===== config.mk =====
export PLATFORM = sky130hd
export DESIGN_NAME = attribute_report_valve_control
export DESIGN_NICKNAME = d
export VERILOG_FILES = /design/src/sv/arvc_pkg.sv /design/src/sv/attribute_report_valve_control.sv
export SDC_FILE = /design/constraint.sdc
export NUM_CORES = 1
export LEC_CHECK = 0
export BUFFER_PORTS_ARGS = -buffer_cell sky130_fd_sc_hd__buf_4
export CAP_MARGIN = 30
export CORE_AREA = 2 2 160 162
export CTS_CLUSTER_DIAMETER = 120
export DETAILED_ROUTE_END_ITERATION = 7
export DIE_AREA = 0 0 162 164
export HOLD_SLACK_MARGIN = 0.03
export PLACE_DENSITY = 0.46
export SLEW_MARGIN = 10
export SYNTH_ARGS = -nofsm -noshare
export SYNTH_HDL_FRONTEND = slang
export SYNTH_SLANG_ARGS = --single-unit

===== constraint.sdc =====
create_clock -name clk -period 10 [get_ports clk]
set_clock_uncertainty 0.05 [all_clocks]
set_input_delay 1 -clock clk [delete_from_list [all_inputs] [get_ports clk]]
set_output_delay 1 -clock clk [all_outputs]
set_load 0.02 [all_outputs]

===== src/sv/arvc_pkg.sv =====
package arvc_pkg;

  localparam logic [15:0] CLUSTER_FLOW = 16'h0404;
  localparam logic [15:0] CLUSTER_BATT = 16'h0001;
  localparam logic [7:0]  CMD_REPORT   = 8'h0A;
  localparam logic [15:0] ATTR_FLOW    = 16'h0000;
  localparam logic [15:0] ATTR_BATT    = 16'h0021;
  localparam logic [7:0]  TYPE_FLOW    = 8'h21;
  localparam logic [7:0]  TYPE_BATT    = 8'h20;
  localparam logic [15:0] FLOW_ZERO    = 16'h0000;
  localparam logic [15:0] THRESHOLD_RESET = 16'd60;

  localparam logic [2:0] POS_ID_LOW  = 3'd0;
  localparam logic [2:0] POS_ID_HIGH = 3'd1;
  localparam logic [2:0] POS_TYPE    = 3'd2;
  localparam logic [2:0] POS_VAL_LOW = 3'd3;
  localparam logic [2:0] POS_VAL_HIGH = 3'd4;

  localparam logic [1:0] KIND_NONE = 2'd0;
  localparam logic [1:0] KIND_FLOW = 2'd1;
  localparam logic [1:0] KIND_BATT = 2'd2;

  localparam logic [1:0] ACT_NONE  = 2'd0;
  localparam logic [1:0] ACT_CLOSE = 2'd1;
  localparam logic [1:0] ACT_OPEN  = 2'd2;

  typedef struct packed {
    logic [7:0]  payload_byte;
    logic [15:0] cluster_code;
    logic [7:0]  command_code;
    logic        last_byte;
  } report_in_t;

  typedef struct packed {
    logic [15:0] flow_now;
    logic [6:0]  battery_now;
    logic        valve_state;
    logic [1:0]  valve_action;
    logic        data_changed;
  } report_out_t;

endpackage


===== src/sv/attribute_report_valve_control.sv =====
// Parses attribute-report payload bytes, one item per byte, and keeps the latest flow and
// battery readings. One item is accepted every cycle unless a held last byte waits on a full
// result register; an item passes an input register and then that result register, which is
// loaded when the held last byte of a report frame advances. Bytes of frames that are not
// reports are dropped without effect. On the last byte of a report frame one result is given;
// when a reading changed in that frame, flow above close_threshold closes an open valve and
// zero flow opens a closed one. The threshold resets to 60 and is written through cfg_wr_en
// and cfg_wr_data, by the user only while the block is idle; the block does not enforce this.
module attribute_report_valve_control (
  input  logic                      clk,
  input  logic                      rst,
  input  logic                      in_valid,
  output logic                      in_ready,
  input  arvc_pkg::report_in_t      in_item,
  output logic                      out_valid,
  input  logic                      out_ready,
  output arvc_pkg::report_out_t     out_item,
  input  logic                      cfg_wr_en,
  input  logic [15:0]               cfg_wr_data
);

  logic                 held_valid;
  arvc_pkg::report_in_t held_item;
  logic [15:0]          close_threshold;

  logic [2:0]  record_position, record_position_next;
  logic [15:0] attribute_id, attribute_id_next;
  logic [7:0]  value_low_byte, value_low_byte_next;
  logic [1:0]  record_kind, record_kind_next;
  logic        parse_stopped, parse_stopped_next;
  logic        frame_updated, frame_updated_next;
  logic [15:0] flow_value, flow_value_next;
  logic [6:0]  battery_level, battery_level_next;
  logic        valve_is_open, valve_is_open_next;

  logic                  is_report;
  logic                  produce;
  logic                  advance;
  logic [15:0]           record_value;
  logic [1:0]            action;
  arvc_pkg::report_out_t result;

  assign is_report = held_item.command_code == arvc_pkg::CMD_REPORT;
  assign produce   = is_report && held_item.last_byte;
  assign advance   = held_valid && (!produce || !out_valid || out_ready);
  assign in_ready  = !held_valid || advance;
  assign record_value = {held_item.payload_byte, value_low_byte};

  always_comb begin
    record_position_next = record_position;
    attribute_id_next    = attribute_id;
    value_low_byte_next  = value_low_byte;
    record_kind_next     = record_kind;
    parse_stopped_next   = parse_stopped;
    frame_updated_next   = frame_updated;
    flow_value_next      = flow_value;
    battery_level_next   = battery_level;
    valve_is_open_next   = valve_is_open;
    action               = arvc_pkg::ACT_NONE;

    if (!parse_stopped) begin
      case (record_position)
        arvc_pkg::POS_ID_HIGH: begin
          attribute_id_next    = {held_item.payload_byte, attribute_id[7:0]};
          record_position_next = arvc_pkg::POS_TYPE;
        end
        arvc_pkg::POS_TYPE: begin
          if (held_item.cluster_code == arvc_pkg::CLUSTER_FLOW &&
              attribute_id == arvc_pkg::ATTR_FLOW &&
              held_item.payload_byte == arvc_pkg::TYPE_FLOW) begin
            record_kind_next     = arvc_pkg::KIND_FLOW;
            record_position_next = arvc_pkg::POS_VAL_LOW;
          end else if (held_item.cluster_code == arvc_pkg::CLUSTER_BATT &&
                       attribute_id == arvc_pkg::ATTR_BATT &&
                       held_item.payload_byte == arvc_pkg::TYPE_BATT) begin
            record_kind_next     = arvc_pkg::KIND_BATT;
            record_position_next = arvc_pkg::POS_VAL_LOW;
          end else begin
            record_kind_next   = arvc_pkg::KIND_NONE;
            parse_stopped_next = 1'b1;
          end
        end
        arvc_pkg::POS_VAL_LOW: begin
          if (record_kind == arvc_pkg::KIND_FLOW) begin
            value_low_byte_next  = held_item.payload_byte;
            record_position_next = arvc_pkg::POS_VAL_HIGH;
          end else begin
            if (held_item.payload_byte[7:1] != battery_level) begin
              battery_level_next = held_item.payload_byte[7:1];
              frame_updated_next = 1'b1;
            end
            record_kind_next     = arvc_pkg::KIND_NONE;
            record_position_next = arvc_pkg::POS_ID_LOW;
          end
        end
        arvc_pkg::POS_VAL_HIGH: begin
          if (record_value != flow_value) begin
            flow_value_next    = record_value;
            frame_updated_next = 1'b1;
          end
          record_kind_next     = arvc_pkg::KIND_NONE;
          record_position_next = arvc_pkg::POS_ID_LOW;
        end
        default: begin
          attribute_id_next    = {8'h00, held_item.payload_byte};
          record_position_next = arvc_pkg::POS_ID_HIGH;
        end
      endcase
    end

    if (held_item.last_byte && frame_updated_next) begin
      if (flow_value_next > close_threshold) begin
        if (valve_is_open) begin
          valve_is_open_next = 1'b0;
          action             = arvc_pkg::ACT_CLOSE;
        end
      end else if (flow_value_next == arvc_pkg::FLOW_ZERO) begin
        if (!valve_is_open) begin
          valve_is_open_next = 1'b1;
          action             = arvc_pkg::ACT_OPEN;
        end
      end
    end

    result.flow_now     = flow_value_next;
    result.battery_now  = battery_level_next;
    result.valve_state  = valve_is_open_next;
    result.valve_action = action;
    result.data_changed = frame_updated_next;

    if (held_item.last_byte) begin
      record_position_next = arvc_pkg::POS_ID_LOW;
      attribute_id_next    = 16'h0000;
      value_low_byte_next  = 8'h00;
      record_kind_next     = arvc_pkg::KIND_NONE;
      parse_stopped_next   = 1'b0;
      frame_updated_next   = 1'b0;
    end
  end

  always_ff @(posedge clk) begin
    if (rst) begin
      close_threshold <= arvc_pkg::THRESHOLD_RESET;
    end else if (cfg_wr_en) begin
      close_threshold <= cfg_wr_data;
    end
  end

  always_ff @(posedge clk) begin
    if (rst) begin
      held_valid <= 1'b0;
    end else if (in_valid && in_ready) begin
      held_valid <= 1'b1;
    end else if (advance) begin
      held_valid <= 1'b0;
    end
  end

  always_ff @(posedge clk) begin
    if (in_valid && in_ready) begin
      held_item <= in_item;
    end
  end

  always_ff @(posedge clk) begin
    if (rst) begin
      record_position <= arvc_pkg::POS_ID_LOW;
      attribute_id    <= 16'h0000;
      value_low_byte  <= 8'h00;
      record_kind     <= arvc_pkg::KIND_NONE;
      parse_stopped   <= 1'b0;
      frame_updated   <= 1'b0;
      flow_value      <= 16'h0000;
      battery_level   <= 7'd0;
      valve_is_open   <= 1'b1;
    end else if (advance && is_report) begin
      record_position <= record_position_next;
      attribute_id    <= attribute_id_next;
      value_low_byte  <= value_low_byte_next;
      record_kind     <= record_kind_next;
      parse_stopped   <= parse_stopped_next;
      frame_updated   <= frame_updated_next;
      flow_value      <= flow_value_next;
      battery_level   <= battery_level_next;
      valve_is_open   <= valve_is_open_next;
    end
  end

  always_ff @(posedge clk) begin
    if (rst) begin
      out_valid <= 1'b0;
    end else if (advance && produce) begin
      out_valid <= 1'b1;
    end else if (out_ready) begin
      out_valid <= 1'b0;
    end
  end

  always_ff @(posedge clk) begin
    if (advance && produce) begin
      out_item <= result;
    end
  end

  a_action_needs_change: assert property (@(posedge clk) disable iff (rst)
    out_valid && out_item.valve_action != arvc_pkg::ACT_NONE |-> out_item.data_changed)
    else $error("valve action without changed data");

  a_close_leaves_closed: assert property (@(posedge clk) disable iff (rst)
    out_valid && out_item.valve_action == arvc_pkg::ACT_CLOSE |-> !out_item.valve_state)
    else $error("close action with valve open");

  a_open_needs_zero: assert property (@(posedge clk) disable iff (rst)
    out_valid && out_item.valve_action == arvc_pkg::ACT_OPEN
      |-> out_item.valve_state && out_item.flow_now == arvc_pkg::FLOW_ZERO)
    else $error("open action without zero flow");

  a_position_range: assert property (@(posedge clk) disable iff (rst)
    record_position <= arvc_pkg::POS_VAL_HIGH)
    else $error("record position out of range");

  a_frame_cleared: assert property (@(posedge clk) disable iff (rst)
    advance && produce |=> record_position == arvc_pkg::POS_ID_LOW && !parse_stopped
      && !frame_updated && out_valid)
    else $error("frame state not cleared after last byte");

endmodule

==> out/summary.txt <==
Antenna-violating nets left: 0
Global-route wire length before repair: 24140 µm
Count of buffers from port buffering: 82
Post-route design area: 7528 µm²
Post-CTS Resized: 0
Maximum number of buffers from clock root to sink: 2
Starting DRC count in detailed routing: 246
First-pass DRT Iterations: 5
Multi-input gate area in the final layout: 2531 µm²
Number of instances in the synthesized netlist: 553
Worst EP required: 10.11 ns
Compound-Gate Fraction of Synth Area: 9.203%
Prevailing post-synth register cell: sky130_fd_sc_hd__dfxtp_1
GP Congestion: 0.8082
Most frequently used cell type in the post-synthesis netlist: sky130_fd_sc_hd__dfxtp_1
Worst vdd rail ir drop: 125.8 µV
Main combinational cell family by area after synthesis: simple AND/OR/NAND/NOR gates
H-tree lvl count: 4
Antenna violations before repair: 0
Met3 Usage GRT: 2.626%
Switching part of the total power: 23.82%
Critical-path maximum fanout: 16
Clock Root Buffer: sky130_fd_sc_hd__clkbuf_16
Syn_area_per_cell: 11.01 µm²
Mean number of vias per cell: 4.519
Area overhead of the layout relative to synthesis: 23.60%
# rows: 58
Maximum clock frequency: 211.0 MHz
Time the final worst path needs with I/O delays and setup: 4.738 ns
List of most frequent post-synthesis cells: sky130_fd_sc_hd__dfxtp_1 (73), sky130_fd_sc_hd__edfxtp_1 (60), sky130_fd_sc_hd__nor2_1 (55)
Number of nets produced by synthesis: 623
Critical path launch point type: register
Overall die height: 164 µm
Total setup buffers inserted after CTS: 0
CTS clock-pin slew for the worst setup and hold paths: 0.06 ns
Global routing's busiest layer: met2
Max Slew Vio Count: 0
Number of CTS-inserted buffers: 17
Count of final hold-check violations: 0
Leakage power of the design: 3.074 nW
Crit path largest cell delay: 0.59 ns
Async set or reset register ratio after synthesis: 0%
Final core utilization: 30.33%
Path type of the worst min-delay path: reg2reg
Filler cell count in the final layout: 2576
Internal power component: 960.6 µW
Number of synthesized flops with an enable pin: 60
Proportion of synthesized area in mux cells: 8.998%
Share of the synthesized area in the top cell type: 29.58%
Global Route Usage Sum: 11.72%
Register-to-Register Setup Slack: 5.26 ns
# setup viols final: 0
Non-filler instance count after layout: 969
Area of the core: 24820 µm²
Die Area: 26570 µm²
Remaining max-slew budget at the tightest pin: 31.18%
Total power of the final layout: 1.261 mW
Setup repair after global routing missed its margin: false
Ant. Diodes: 0
Share of layout cells above drive strength 1: 24.88%
Slowest-stage cell, CP: sky130_fd_sc_hd__nand2_1
Xor/xnor cell area share of the yosys netlist: 3.307%
Met1 Track Usage GR: 15.53%
List of cells traversed by the critical path: xor2_1, nor4_2, nand4_2, nand2_1, mux2_2, ha_1, nand4_1, or4_1, a21o_1, a31oi_1, o2111a_1, nor3_1
Total Neg Setup Slack: 0 ns
Worst setup EP type: register
Start-to-end type of the worst setup path: reg2reg
I/O pin count: 83
Register share of total power: 47.6%
Area occupied by registers: 3263 µm²
Number of nets in the layout: 696
Power density over the cells: 167.5 nW/µm²
Cell types with the largest area share after synthesis: sky130_fd_sc_hd__edfxtp_1 (30%), sky130_fd_sc_hd__dfxtp_1 (24%), sky130_fd_sc_hd__mux2i_1 (4.9%)
Critical Path AT: 4.85 ns
Routed wire length: 14980 µm
Vias: 4379
Initial cell density of the core: 24.54%
Combined area of all synthesized cells: 6091 µm²
Pin count of the biggest net entering global routing: 71
Register bit total from synthesis: 133
Transition at the pin with the smallest max-transition slack: 1.024 ns
Max-capacitance violation count: 0
Via count of the first global-routing pass: 4495
Chip width: 162 µm
Area share of and/or/nand/nor cells after synthesis: 16.52%
Hold buffer count at CTS: 0
Sequential area share after synthesis: 53.57%
Clock tree from TritonCTS: yes
Clock Power Share: 48.0%
Clock insertion delay at the later pin of the skew report: 0.42 ns
NetSw: 300.4 µW
Met2 usage in global routing: 18.78%
Detailed-route wire length per cell: 15.46 µm
Post-route fraction of the period consumed by the critical path: 47.38%
Leftover overflow at the end of global routing: 0
Count of synthesis-stage warnings from yosys: 0
Dpl cell area: 6959 µm²
Tightest hold margin: 0.4024 ns
Number of distinct library cell variants in the gate-level netlist after synthesis: 58
Post-detailed-route DRC marker count: 0
Post-Synth Adder-Cell Area: 3.287%
Cell count after placement: 937
Hpwl dp: 10860 µm
Most area-hungry cell type in the Yosys netlist: sky130_fd_sc_hd__edfxtp_1
Post-placement worst setup slack: 5.247 ns
Status: complete, no violations
Worst path setup slack after routing: 5.262 ns
Logic pwr share: 4.4%
Clock Sink Count: 133
final timing paths:
kind / start / cells past startpoint / endpoint
setup reg to reg: held_item[31]$_DFFE_PP_ / 12 / out_item[3]$_DFFE_PP_
hold reg to reg: record_kind[1]$_SDFFE_PP0P_ / 2 / record_kind[1]$_SDFFE_PP0P_
setup / recovery: held_item[31]$_DFFE_PP_ / 12 / out_item[3]$_DFFE_PP_
hold / removal: record_kind[1]$_SDFFE_PP0P_ / 2 / record_kind[1]$_SDFFE_PP0P_
worst max-delay path: cells and delay by family (launching register included):
kind	cells	cell delay (ns)
AOI/OAI and AO/OA	3	0.84
xor gates and xnor gates	1	0.21
adders and majority gates	1	0.33
DFF	1	0.56
muxes	1	0.43
and+or+nand+nor	6	2.05
power by group through the flow:
stage	clock network (mW)	logic, mW	registers, mW
detailed placement	0	0.0567	0.612
finish	0.605	0.0561	0.600
global route	0.642	0.0628	0.602
CTS	0.622	0.0568	0.600
global placement	0	0.0536	0.611
floorplan	0	0.0410	0.600
placed cells by master, fill, tap and decap left out, types with 9 or more instances in the layout:
| master | n |
|---|---|
| sky130_fd_sc_hd__a22oi_1 | 9 |
| sky130_fd_sc_hd__dfxtp_1 | 73 |
| sky130_fd_sc_hd__ha_1 | 16 |
| sky130_fd_sc_hd__inv_1 | 25 |
| sky130_fd_sc_hd__buf_4 | 84 |
| sky130_fd_sc_hd__nand2b_1 | 12 |
| sky130_fd_sc_hd__nor4_1 | 16 |
| sky130_fd_sc_hd__edfxtp_1 | 60 |
| sky130_fd_sc_hd__mux2_2 | 22 |
| sky130_fd_sc_hd__nand2_1 | 42 |
| sky130_fd_sc_hd__xor2_1 | 23 |
| sky130_fd_sc_hd__mux2i_1 | 30 |
| sky130_fd_sc_hd__clkbuf_16 | 17 |
| sky130_fd_sc_hd__nand3_1 | 24 |
| sky130_fd_sc_hd__a21oi_1 | 37 |
| sky130_fd_sc_hd__nor2_1 | 55 |
cells by family (layout without fill, tap and decap cells):
family / Yosys count / count (layout)
compound gates: 82 / 82
xor+xnor: 23 / 23
flops: 133 / 133
simple gates: 191 / 191
fa+ha+maj: 16 / 16
mux: 52 / 52
buf+inv: 56 / 142
area by class of cell:
class                      instances  share of cell area, %
sequential                       133                  43.34
multi-input combinational        364                  33.62
timing repair buffer              85                  8.742
clock buffer                      18                  5.701
tap                              330                  5.484
clock inverter                    14                  1.861
inverter                          25                  1.246
metal layers:
metal | vias to the layer above | wire length, µm
met3 | 23 | 656
met4 | 0 | 302
met5 | - | 0
li1 | 2151 | -
met1 | 2093 | 7043
met2 | 112 | 6974
registers in the layout, indices dropped and copies added, names as in the netlist:
signal,cells
battery_level,7
frame_updated,1
out_item,27
value_low_byte,8
record_position,3
held_item,33
parse_stopped,1
held_valid,1
record_kind,2
out_valid,1
flow_value,16
close_threshold,16
valve_is_open,1
attribute_id,16
Power figures use the tool's default switching activity.
